File: config.mk
export PLATFORM = sky130hd
export DESIGN_NAME = raster_position_from_time
export DESIGN_NICKNAME = d
export VERILOG_FILES = /design/src/rpft_pkg.sv /design/src/rpft_regs.sv /design/src/rpft_div.sv /design/src/raster_position_from_time.sv
export SDC_FILE = /design/constraint.sdc
export NUM_CORES = 2
export LEC_CHECK = 0
export BUFFER_PORTS_ARGS = -buffer_cell sky130_fd_sc_hd__buf_2
export CORE_UTILIZATION = 55
export CTS_CLUSTER_DIAMETER = 30
export DETAILED_ROUTE_END_ITERATION = 8
export HOLD_SLACK_MARGIN = 0.1
export PLACE_DENSITY = 0.73
export SLEW_MARGIN = 10
export SYNTH_ARGS = -nofsm -noshare
export SYNTH_HDL_FRONTEND = slang
export SYNTH_SLANG_ARGS = --single-unit
File: constraint.sdc
create_clock -name i_clk -period 9.15 [get_ports i_clk]
set_clock_uncertainty 0.2 [all_clocks]
set_input_delay 0 -clock i_clk [delete_from_list [all_inputs] [get_ports i_clk]]
set_output_delay 0 -clock i_clk [all_outputs]
set_load 0.03 [all_outputs]
File: src/rpft_pkg.sv
`default_nettype none

package rpft_pkg;

    // Field and register widths.
    localparam int unsigned NS_W     = 20;
    localparam int unsigned LINES_W  = 11;
    localparam int unsigned STAMP_W  = 63;
    localparam int unsigned FRAME_W  = NS_W + LINES_W;
    localparam int unsigned UNTIL_W  = 32;
    localparam int unsigned IDX_W    = 4;

    // Divider geometry: dividend shift register and step counter.
    localparam int unsigned DIVD_W   = 64;
    localparam int unsigned STEP_W   = 7;

    // Stream payload widths, padded to whole bytes.
    localparam int unsigned S_DATA_W = 64;
    localparam int unsigned M_BITS   = LINES_W + NS_W + 5 + 2 * UNTIL_W;
    localparam int unsigned M_DATA_W = ((M_BITS + 7) / 8) * 8;

    // Request kinds carried in tuser.
    localparam logic CMD_QUERY   = 1'b0;
    localparam logic CMD_RESTART = 1'b1;

    // Configuration register indexes.
    typedef enum logic [IDX_W-1:0] {
        REG_PIXEL_NS     = 4'd0,
        REG_HSYNC_START  = 4'd1,
        REG_HSYNC_END    = 4'd2,
        REG_LINE_NS      = 4'd3,
        REG_VACTIVE      = 4'd4,
        REG_VSYNC_START  = 4'd5,
        REG_VSYNC_END    = 4'd6,
        REG_FRAME_LINES  = 4'd7
    } t_reg_idx;

    // Timing configuration as seen by the datapath.
    typedef struct packed {
        logic [NS_W-1:0]    pixel_ns;
        logic [NS_W-1:0]    hsync_start_ns;
        logic [NS_W-1:0]    hsync_end_ns;
        logic [NS_W-1:0]    line_ns;
        logic [LINES_W-1:0] vactive_lines;
        logic [LINES_W-1:0] vsync_start_line;
        logic [LINES_W-1:0] vsync_end_line;
        logic [LINES_W-1:0] frame_lines;
    } t_cfg;

    // Request to the shared divider.
    typedef struct packed {
        logic               start;
        logic [STEP_W-1:0]  steps;
        logic [DIVD_W-1:0]  dividend;
        logic [FRAME_W-1:0] divisor;
    } t_div_req;

    // Sequencer states.
    typedef enum logic [3:0] {
        S_IDLE,
        S_MUL,
        S_MOD_GO,
        S_MOD,
        S_LINE_GO,
        S_LINE,
        S_PIX_GO,
        S_PIX,
        S_FIN
    } t_state;

endpackage

`default_nettype wire

File: src/rpft_regs.sv
`default_nettype none

module rpft_regs (
    input  wire logic                        i_clk,
    input  wire logic                        i_rst_n,
    input  wire logic                        i_cfg_we,
    input  wire logic [rpft_pkg::IDX_W-1:0]  i_cfg_idx,
    input  wire logic [rpft_pkg::NS_W-1:0]   i_cfg_data,
    output rpft_pkg::t_cfg                   o_cfg
);

    rpft_pkg::t_cfg r_cfg;

    // Register file; writes to unknown indexes are dropped.
    always_ff @(posedge i_clk) begin
        if (!i_rst_n) begin
            r_cfg <= '0;
        end else if (i_cfg_we) begin
            case (rpft_pkg::t_reg_idx'(i_cfg_idx))
                rpft_pkg::REG_PIXEL_NS:    r_cfg.pixel_ns         <= i_cfg_data;
                rpft_pkg::REG_HSYNC_START: r_cfg.hsync_start_ns   <= i_cfg_data;
                rpft_pkg::REG_HSYNC_END:   r_cfg.hsync_end_ns     <= i_cfg_data;
                rpft_pkg::REG_LINE_NS:     r_cfg.line_ns          <= i_cfg_data;
                rpft_pkg::REG_VACTIVE:
                    r_cfg.vactive_lines    <= i_cfg_data[rpft_pkg::LINES_W-1:0];
                rpft_pkg::REG_VSYNC_START:
                    r_cfg.vsync_start_line <= i_cfg_data[rpft_pkg::LINES_W-1:0];
                rpft_pkg::REG_VSYNC_END:
                    r_cfg.vsync_end_line   <= i_cfg_data[rpft_pkg::LINES_W-1:0];
                rpft_pkg::REG_FRAME_LINES:
                    r_cfg.frame_lines      <= i_cfg_data[rpft_pkg::LINES_W-1:0];
                default: ;
            endcase
        end
    end

    assign o_cfg = r_cfg;

endmodule

`default_nettype wire

File: src/rpft_div.sv
`default_nettype none

module rpft_div (
    input  wire logic                          i_clk,
    input  wire logic                          i_rst_n,
    input  wire rpft_pkg::t_div_req            i_req,
    output logic                               o_done,
    output logic [rpft_pkg::DIVD_W-1:0]        o_quot,
    output logic [rpft_pkg::FRAME_W-1:0]       o_rem
);

    localparam int unsigned RW = rpft_pkg::FRAME_W;
    localparam int unsigned QW = rpft_pkg::DIVD_W;

    logic                                r_busy;
    logic                                r_done;
    logic [rpft_pkg::STEP_W-1:0]         r_cnt;
    logic [RW-1:0]                       r_rem;
    logic [QW-1:0]                       r_quo;
    logic [RW-1:0]                       r_div;

    logic [RW:0]                         shifted;
    logic                                fits;
    logic [RW:0]                         diff;

    // One restoring step: bring down the next dividend bit, subtract if it fits.
    always_comb begin
        shifted = {r_rem, r_quo[QW-1]};
        fits    = shifted >= {1'b0, r_div};
        diff    = shifted - {1'b0, r_div};
    end

    // Control of the iteration.
    always_ff @(posedge i_clk) begin
        if (!i_rst_n) begin
            r_busy <= 1'b0;
            r_done <= 1'b0;
            r_cnt  <= '0;
        end else begin
            r_done <= 1'b0;
            if (i_req.start) begin
                r_busy <= 1'b1;
                r_cnt  <= i_req.steps;
            end else if (r_busy) begin
                r_cnt <= r_cnt - rpft_pkg::STEP_W'(1);
                if (r_cnt == rpft_pkg::STEP_W'(1)) begin
                    r_busy <= 1'b0;
                    r_done <= 1'b1;
                end
            end
        end
    end

    // Remainder and quotient shift registers.
    always_ff @(posedge i_clk) begin
        if (i_req.start) begin
            r_rem <= '0;
            r_quo <= i_req.dividend;
            r_div <= i_req.divisor;
        end else if (r_busy) begin
            r_rem <= fits ? diff[RW-1:0] : shifted[RW-1:0];
            r_quo <= {r_quo[QW-2:0], fits};
        end
    end

    assign o_done = r_done;
    assign o_quot = r_quo;
    assign o_rem  = r_rem;

    // A completion is always the end of a running division.
    a_done_after_busy: assert property (@(posedge i_clk) disable iff (!i_rst_n)
        r_done |-> $past(r_busy))
        else $error("divider finished without running");

    // The remainder stays below a nonzero divisor through the iteration.
    a_rem_bound: assert property (@(posedge i_clk) disable iff (!i_rst_n)
        (r_busy && r_div != '0) |-> (r_rem < r_div))
        else $error("partial remainder not below divisor");

    // A new division is never started over a running one.
    a_no_restart: assert property (@(posedge i_clk) disable iff (!i_rst_n)
        i_req.start |-> !r_busy)
        else $error("divider started while busy");

    // A running division always has steps left.
    a_cnt_live: assert property (@(posedge i_clk) disable iff (!i_rst_n)
        r_busy |-> (r_cnt != '0))
        else $error("divider running with no steps left");

endmodule

`default_nettype wire

File: src/raster_position_from_time.sv
// Raster position from time. A request on the slave stream either restarts the
// dot clock at its stamp (tuser set) or asks for the raster position at its stamp
// (tuser clear). Every request yields exactly one result on the master stream;
// restarts, requests with the clock off, and requests while line_ns or frame_lines
// is zero give an all-zero result. A position query first uses one shared 20x11
// multiplier for the frame, vblank and vsync times, then runs three divisions
// through one shared radix-2 restoring divider at one quotient bit per cycle (63
// steps for the time within the frame, 31 for the line, 20 for the pixel), each
// with a launch state and a completion state, and then loads the output register.
// The slave side accepts one request at a time and is ready again once the result
// is loaded; a stalled result stream holds a finished result back in S_FIN while
// the output register is still occupied. The result sits in an output register,
// so the next request is taken while the previous result still waits.
// Configuration is written through the plain register port; the user must write it
// only while the block is idle, and the block itself does not enforce this.
`default_nettype none

module raster_position_from_time (
    input  wire logic                           i_clk,
    input  wire logic                           i_rst_n,
    // Configuration write port.
    input  wire logic                           i_cfg_we,
    input  wire logic [rpft_pkg::IDX_W-1:0]     i_cfg_idx,
    input  wire logic [rpft_pkg::NS_W-1:0]      i_cfg_data,
    // Request stream.
    input  wire logic                           i_s_axis_tvalid,
    output logic                                o_s_axis_tready,
    // tdata: [62:0] stamp, [63] clock_on
    input  wire logic [rpft_pkg::S_DATA_W-1:0]  i_s_axis_tdata,
    // tuser: [0] command
    input  wire logic                           i_s_axis_tuser,
    // Result stream.
    output logic                                o_m_axis_tvalid,
    input  wire logic                           i_m_axis_tready,
    // tdata: [10:0] line_index, [30:11] pixel_index, [31] vblank, [32] hblank,
    // [33] vsync, [34] hsync, [35] active, [67:36] until_vsync,
    // [99:68] until_vblank, [103:100] zero
    output logic [rpft_pkg::M_DATA_W-1:0]       o_m_axis_tdata
);

    localparam int unsigned NS_W    = rpft_pkg::NS_W;
    localparam int unsigned LINES_W = rpft_pkg::LINES_W;
    localparam int unsigned FRAME_W = rpft_pkg::FRAME_W;
    localparam int unsigned STAMP_W = rpft_pkg::STAMP_W;
    localparam int unsigned UNTIL_W = rpft_pkg::UNTIL_W;
    localparam int unsigned DIVD_W  = rpft_pkg::DIVD_W;
    localparam int unsigned STEP_W  = rpft_pkg::STEP_W;

    rpft_pkg::t_cfg                 cfg;
    rpft_pkg::t_div_req             div_req;
    logic                           div_done;
    logic [DIVD_W-1:0]              div_quot;
    logic [FRAME_W-1:0]             div_rem;

    rpft_pkg::t_state               r_state;
    rpft_pkg::t_state               n_state;

    logic [STAMP_W-1:0]             r_origin;
    logic [STAMP_W-1:0]             r_elapsed;
    logic                           r_zero;
    logic [1:0]                     r_mul_sel;
    logic [FRAME_W-1:0]             r_frame;
    logic [FRAME_W-1:0]             r_vact_t;
    logic [FRAME_W-1:0]             r_vsync_t;
    logic [FRAME_W-1:0]             r_tif;
    logic [LINES_W-1:0]             r_line;
    logic [NS_W-1:0]                r_til;
    logic [NS_W-1:0]                r_pixel;
    logic                           r_out_valid;
    logic [rpft_pkg::M_BITS-1:0]    r_out_data;

    logic                           s_accept;
    logic [STAMP_W-1:0]             in_stamp;
    logic                           in_clock_on;
    logic                           timing_ok;
    logic [LINES_W-1:0]             mul_b;
    logic [FRAME_W-1:0]             mul_p;
    logic                           out_free;
    logic                           f_vb;
    logic                           f_vs;
    logic                           f_hwin;
    logic                           f_hb;
    logic                           f_hs;
    logic                           f_act;
    logic [UNTIL_W-1:0]             f_until_vs;
    logic [UNTIL_W-1:0]             f_until_vb;
    logic [rpft_pkg::M_BITS-1:0]    f_result;

    // Time from the point t within the frame to the next occurrence of mark.
    function automatic logic [UNTIL_W-1:0] time_until(
        input logic [FRAME_W-1:0] mark,
        input logic [FRAME_W-1:0] t,
        input logic [FRAME_W-1:0] frame
    );
        logic [UNTIL_W-1:0] res;
        if (t < mark) begin
            res = UNTIL_W'(mark) - UNTIL_W'(t);
        end else begin
            res = UNTIL_W'(frame) - UNTIL_W'(t) + UNTIL_W'(mark);
        end
        return res;
    endfunction

    rpft_regs u_regs (
        .i_clk      (i_clk),
        .i_rst_n    (i_rst_n),
        .i_cfg_we   (i_cfg_we),
        .i_cfg_idx  (i_cfg_idx),
        .i_cfg_data (i_cfg_data),
        .o_cfg      (cfg)
    );

    rpft_div u_div (
        .i_clk   (i_clk),
        .i_rst_n (i_rst_n),
        .i_req   (div_req),
        .o_done  (div_done),
        .o_quot  (div_quot),
        .o_rem   (div_rem)
    );

    // Request fields and handshake.
    assign in_stamp        = i_s_axis_tdata[STAMP_W-1:0];
    assign in_clock_on     = i_s_axis_tdata[STAMP_W];
    assign o_s_axis_tready = (r_state == rpft_pkg::S_IDLE);
    assign s_accept        = i_s_axis_tvalid && o_s_axis_tready;
    assign timing_ok       = (cfg.line_ns != '0) && (cfg.frame_lines != '0);
    assign out_free        = !r_out_valid || i_m_axis_tready;

    // Shared multiplier: line_ns times a line count.
    always_comb begin
        case (r_mul_sel)
            2'd0:    mul_b = cfg.frame_lines;
            2'd1:    mul_b = cfg.vactive_lines;
            default: mul_b = cfg.vsync_start_line;
        endcase
        mul_p = FRAME_W'(cfg.line_ns) * FRAME_W'(mul_b);
    end

    // Next state and divider requests.
    always_comb begin
        n_state          = r_state;
        div_req.start    = 1'b0;
        div_req.steps    = '0;
        div_req.dividend = '0;
        div_req.divisor  = '0;
        case (r_state)
            rpft_pkg::S_IDLE: begin
                if (s_accept) begin
                    if (i_s_axis_tuser == rpft_pkg::CMD_RESTART || !in_clock_on
                            || !timing_ok) begin
                        n_state = rpft_pkg::S_FIN;
                    end else begin
                        n_state = rpft_pkg::S_MUL;
                    end
                end
            end
            rpft_pkg::S_MUL: begin
                if (r_mul_sel == 2'd2) begin
                    n_state = rpft_pkg::S_MOD_GO;
                end
            end
            rpft_pkg::S_MOD_GO: begin
                div_req.start    = 1'b1;
                div_req.steps    = STEP_W'(STAMP_W);
                div_req.dividend = {r_elapsed, {(DIVD_W - STAMP_W){1'b0}}};
                div_req.divisor  = r_frame;
                n_state          = rpft_pkg::S_MOD;
            end
            rpft_pkg::S_MOD: begin
                if (div_done) begin
                    n_state = rpft_pkg::S_LINE_GO;
                end
            end
            rpft_pkg::S_LINE_GO: begin
                div_req.start    = 1'b1;
                div_req.steps    = STEP_W'(FRAME_W);
                div_req.dividend = {r_tif, {(DIVD_W - FRAME_W){1'b0}}};
                div_req.divisor  = FRAME_W'(cfg.line_ns);
                n_state          = rpft_pkg::S_LINE;
            end
            rpft_pkg::S_LINE: begin
                if (div_done) begin
                    n_state = rpft_pkg::S_PIX_GO;
                end
            end
            rpft_pkg::S_PIX_GO: begin
                div_req.start    = 1'b1;
                div_req.steps    = STEP_W'(NS_W);
                div_req.dividend = {r_til, {(DIVD_W - NS_W){1'b0}}};
                div_req.divisor  = FRAME_W'(cfg.pixel_ns);
                n_state          = rpft_pkg::S_PIX;
            end
            rpft_pkg::S_PIX: begin
                if (div_done) begin
                    n_state = rpft_pkg::S_FIN;
                end
            end
            rpft_pkg::S_FIN: begin
                if (out_free) begin
                    n_state = rpft_pkg::S_IDLE;
                end
            end
            default: n_state = rpft_pkg::S_IDLE;
        endcase
    end

    always_ff @(posedge i_clk) begin
        if (!i_rst_n) begin
            r_state <= rpft_pkg::S_IDLE;
        end else begin
            r_state <= n_state;
        end
    end

    // Clock origin and the zero-result flag.
    always_ff @(posedge i_clk) begin
        if (!i_rst_n) begin
            r_origin <= '0;
            r_zero   <= 1'b0;
        end else if (s_accept) begin
            r_zero <= (i_s_axis_tuser == rpft_pkg::CMD_RESTART) || !in_clock_on
                      || !timing_ok;
            if (i_s_axis_tuser == rpft_pkg::CMD_RESTART) begin
                r_origin <= in_stamp;
            end
        end
    end

    // Multiplier step counter.
    always_ff @(posedge i_clk) begin
        if (!i_rst_n) begin
            r_mul_sel <= '0;
        end else if (r_state == rpft_pkg::S_MUL) begin
            r_mul_sel <= (r_mul_sel == 2'd2) ? 2'd0 : r_mul_sel + 2'd1;
        end
    end

    // Datapath registers; elapsed time saturates at zero before the origin.
    always_ff @(posedge i_clk) begin
        if (s_accept) begin
            r_elapsed <= (in_stamp >= r_origin) ? in_stamp - r_origin : '0;
        end
        if (r_state == rpft_pkg::S_MUL) begin
            case (r_mul_sel)
                2'd0:    r_frame   <= mul_p;
                2'd1:    r_vact_t  <= mul_p;
                default: r_vsync_t <= mul_p;
            endcase
        end
        if (r_state == rpft_pkg::S_MOD && div_done) begin
            r_tif <= div_rem;
        end
        if (r_state == rpft_pkg::S_LINE && div_done) begin
            r_line <= div_quot[LINES_W-1:0];
            r_til  <= div_rem[NS_W-1:0];
        end
        if (r_state == rpft_pkg::S_PIX && div_done) begin
            r_pixel <= (cfg.pixel_ns != '0) ? div_quot[NS_W-1:0] : '0;
        end
    end

    // Flags and distances from the final position.
    always_comb begin
        f_vb       = r_line >= cfg.vactive_lines;
        f_vs       = (r_line >= cfg.vsync_start_line) && (r_line < cfg.vsync_end_line);
        f_hwin     = (r_til >= cfg.hsync_start_ns) && (r_til < cfg.hsync_end_ns);
        f_hb       = !f_vb && f_hwin;
        f_hs       = !f_vs && f_hwin;
        f_act      = !(f_hb || f_vb);
        f_until_vs = time_until(r_vsync_t, r_tif, r_frame);
        f_until_vb = time_until(r_vact_t, r_tif, r_frame);
        f_result   = {f_until_vb, f_until_vs, f_act, f_hs, f_vs, f_hb, f_vb,
                      r_pixel, r_line};
    end

    // Output register; a finished result waits in it for the consumer.
    always_ff @(posedge i_clk) begin
        if (!i_rst_n) begin
            r_out_valid <= 1'b0;
        end else if (r_state == rpft_pkg::S_FIN && out_free) begin
            r_out_valid <= 1'b1;
        end else if (i_m_axis_tready) begin
            r_out_valid <= 1'b0;
        end
    end

    always_ff @(posedge i_clk) begin
        if (r_state == rpft_pkg::S_FIN && out_free) begin
            r_out_data <= r_zero ? '0 : f_result;
        end
    end

    assign o_m_axis_tvalid = r_out_valid;
    assign o_m_axis_tdata  = {{(rpft_pkg::M_DATA_W - rpft_pkg::M_BITS){1'b0}}, r_out_data};

    // A restart request latches its stamp as the new origin.
    a_restart_origin: assert property (@(posedge i_clk) disable iff (!i_rst_n)
        (s_accept && i_s_axis_tuser == rpft_pkg::CMD_RESTART)
            |=> (r_origin == $past(in_stamp)))
        else $error("restart did not latch the origin");

    // A finished result waits while the output register is still occupied.
    a_fin_waits: assert property (@(posedge i_clk) disable iff (!i_rst_n)
        (r_state == rpft_pkg::S_FIN && r_out_valid && !i_m_axis_tready)
            |=> (r_state == rpft_pkg::S_FIN && r_out_valid))
        else $error("result overwrote a pending output");

    // The divider is started only from its launch states.
    a_div_start: assert property (@(posedge i_clk) disable iff (!i_rst_n)
        div_req.start |-> (r_state == rpft_pkg::S_MOD_GO
            || r_state == rpft_pkg::S_LINE_GO || r_state == rpft_pkg::S_PIX_GO))
        else $error("divider started outside a launch state");

endmodule

`default_nettype wire
==> out/qor.txt <==
EDFF count, synth -> 433
Critical path arrival -> 8390 ps
Max-Cap Viols -> 0
WL/cell -> 21.17 um
Power per Cell Area -> 181.8 mW/mm^2
Tcrit/Tclk final -> 88.87%
Synth-to-layout area growth -> 21.02%
Final hold violation count -> 0
Fraction of registers with async set/reset -> 0%
Status -> finished clean
WP data required -> 9410 ps
Root Driver -> clkbuf_16
DR iter-0 viols -> 3,477
Initial antenna violation count -> 1
Crit-path max FO -> 16
Worst setup margin -> 1019 ps
Gr usage total -> 32.70%
Post-synthesis sequential area ratio -> 36.89%
Final Non-Filler Cells -> 6,897
Pre-antenna DRT Iters -> 5
Routed Antenna Nets -> 0
I/O pin count -> 200
Flops & latches, synth -> 668
Vias/cell -> 5.930
Core area -> 0.08582 sq mm
Synth area leaders -> edfxtp_1 27%, ha_1 10%, dfxtp_1 9.8%
Final net count -> 6,285
Largest net degree at the start of global routing -> 110
CTS clk-pin slew, worst paths -> 50 ps
Max IR drop VDD -> 0.1865 mV
Startpoint types -> flip-flop
Share of cells above drive strength 1 -> 10.05%
Clk buf depth -> 3
Ant. Diodes -> 0
Fin util -> 67.69%
Placed insts -> 6,315
Setup-failing EPs final -> 0
Initial Utilization -> 55.93%
Count of different cell masters after synthesis -> 95
Std-Cell Rows -> 107
DP Wirelength -> 102,400 um
Synth top area share -> 27.09%
Synth warn -> 0
Storage cell area -> 0.01772 sq mm
Main synth FF type -> edfxtp_1
Worst skew pair latency -> 760 ps
Number of H-tree levels -> 4
Min Tclk post-route -> 8131 ps
Crit path cell chain -> mux2i_1 -> o21ai_1 -> buf_4 -> nand2_1 -> fa_1 -> fa_1 -> fa_1 -> inv_1 -> fa_1 -> inv_1 -> fa_1 -> inv_1 -> ha_1 -> a2111oi_0 -> o31ai_1 -> a2111oi_0 -> o32ai_1 -> o21ai_1 -> a31oi_1 -> nand2b_1 -> xor2_1
Crit Path Category -> flip-flop to flip-flop
Synth area leader -> edfxtp_1
RSZ-0062 raised after global routing -> no
Largest incremental delay on the critical path -> 880 ps
CTS tree -> built
CP max-delay cell -> a2111oi_0
Total CTS buffers -> 145
Least-Margin Pin Slew -> 1242 ps
# DRC -> 0
TNS Setup -> 0 ps
Leakage -> 23.55 nW
Most common library cells after synthesis -> 631 x nand2_1, 454 x inv_1, 433 x edfxtp_1
First-pass GRT wire length -> 226,400 um
GP Congestion -> 0.9624
Setup crit end kind -> flip-flop
Die area -> 0.08846 sq mm
Dpl cell area -> 0.04989 sq mm
Max Slew Vio Count -> 0
WP buf/inv -> 4
Height of the die -> 297.4 um
Delay-heaviest family, CP -> compound AO/OA/AOI/OAI gates
Vias in the first global route -> 40,930
Area of the multi-input gates -> 0.02772 sq mm
Final Cell Area -> 0.05809 sq mm
Place WS -> 1230 ps
Congestion Overflow GR -> 0
Routed vias -> 40,900
Cell Area, Synth -> 0.04800 sq mm
Mapped Cells -> 5,166
Hold Crit Class -> input port to flip-flop
Max-slew headroom -> 16.92%
Routed WL -> 146,000 um
Most common cell on crit path -> fa_1
Max Clk Rate -> 123.0 MHz
Fillers -> 6,445
Port Buffers -> 195
Most frequent cell after synthesis -> nand2_1
Die width -> 297.4 um
Clock tree sinks -> 668
Avg Inst Size Synth -> 9.291 sq um
final cells by class:
cell class,instances,share of cell area [%]
Multi-Input combinational cell,3809,47.72
Sequential cell,668,30.50
Timing Repair Buffer,553,7.664
Clock buffer,165,6.462
Inverter,455,2.940
Tap cell,1144,2.464
Clock inverter,103,2.249
registers in the layout, summed over array words and instances, names as in the netlist, 20 cells and up:
name,cells
r_vact_t,31
r_origin,63
r_elapsed,63
r_frame,31
r_out_data,100
u_div.o_rem,31
u_regs.o_cfg,124
r_vsync_t,31
r_tif,31
u_div.o_quot,64
r_pixel,20
r_til,20
u_div.r_div,31
power breakdown:
part           total [mW]  internal (mW)  switching (mW)  leakage, nW
Combinational        1.69          0.693           0.993         15.2
Clock                5.33           3.47            1.85         2.42
Sequential           3.54           3.40           0.139         5.93
Total                10.6           7.57            2.99         23.5
metal layers:
metal	share of wire [%]	vias to the layer above	global-route usage [%]
li1	-	19090	-
met1	40	19610	40.40
met2	47	1790	54.80
met3	7.1	407	5.777
met4	5.2	0	16.74
met5	0	-	0
per-stage QoR:
step / total power, mW / hold WS [ps]
2_1_floorplan: 4.731 / -55.08
3_3_place_gp: 5.106 / 70.36
3_5_place_dp: 5.117 / 75.10
4_1_cts: 10.53 / 103.9
5_1_grt: 10.93 / 157.3
6_report: 10.56 / 165.5
worst register-to-register path, stage by stage (launching register included):
cell       delay, ps
dfxtp_1          840
mux2i_1          180
o21ai_1          630
buf_4            340
nand2_1           90
fa_1             540
fa_1             440
fa_1             490
inv_1             60
fa_1             530
inv_1             50
fa_1             530
inv_1             40
ha_1             240
a2111oi_0        380
o31ai_1          200
a2111oi_0        880
o32ai_1          400
o21ai_1          280
a31oi_1          160
nand2b_1         180
xor2_1           170
worst paths after layout:
path	from	end	slack (ps)	depth (start not counted)
worst min register to register	u_regs.o_cfg[68]	u_regs.o_cfg[68]	260	2
worst max register to register	r_mul_sel[0]	r_vsync_t[26]	1020	21
worst max-delay path	r_mul_sel[0]	r_vsync_t[26]	1020	21
worst min-delay path	i_cfg_idx[0]	u_regs.o_cfg[40]	170	5
placed cells by master (no fill, tap or decap), types with 14 or more instances in the layout:
cell type,count
o211ai_1,24
buf_2,194
dlygate4sd3_1,314
inv_1,452
nand2b_1,44
mux2i_1,97
a21o_1,155
o21ai_1,14
fa_1,168
nand2_1,629
clkbuf_1,15
a22o_1,33
nand4_1,55
o22ai_1,14
buf_4,45
bufinv_16,17
nor3_1,55
xnor2_1,151
a21boi_0,170
nor2_1,388
nor4_1,27
o21ai_0,166
clkinv_2,25
clkbuf_16,145
clkinvlp_4,17
ha_1,391
nor2b_1,139
o21bai_1,42
xor2_1,80
edfxtp_1,433
and2_1,112
mux2_2,25
a211oi_1,57
a31oi_1,54
dfxtp_1,232
o21a_1,47
and3_1,23
a21oi_1,321
nand3_1,56
a22oi_1,34
cells by family after synthesis:
group,share of synthesized area [%]
flops,36.89
simple gates,15.60
xor+xnor,4.215
mux,2.609
compound gates,17.91
fa+ha+maj,17.20
buf+inv,5.565
other cells,0.007813
repair_timing:
item                       in CTS  in global routing
hold buffers                  314                  0
gates resized for setup         0                  0
setup buffers                   0                  0
setup endpoints to repair       0                  0
hold endpoints to repair      343                  0
Power figures use the tool's default switching activity.
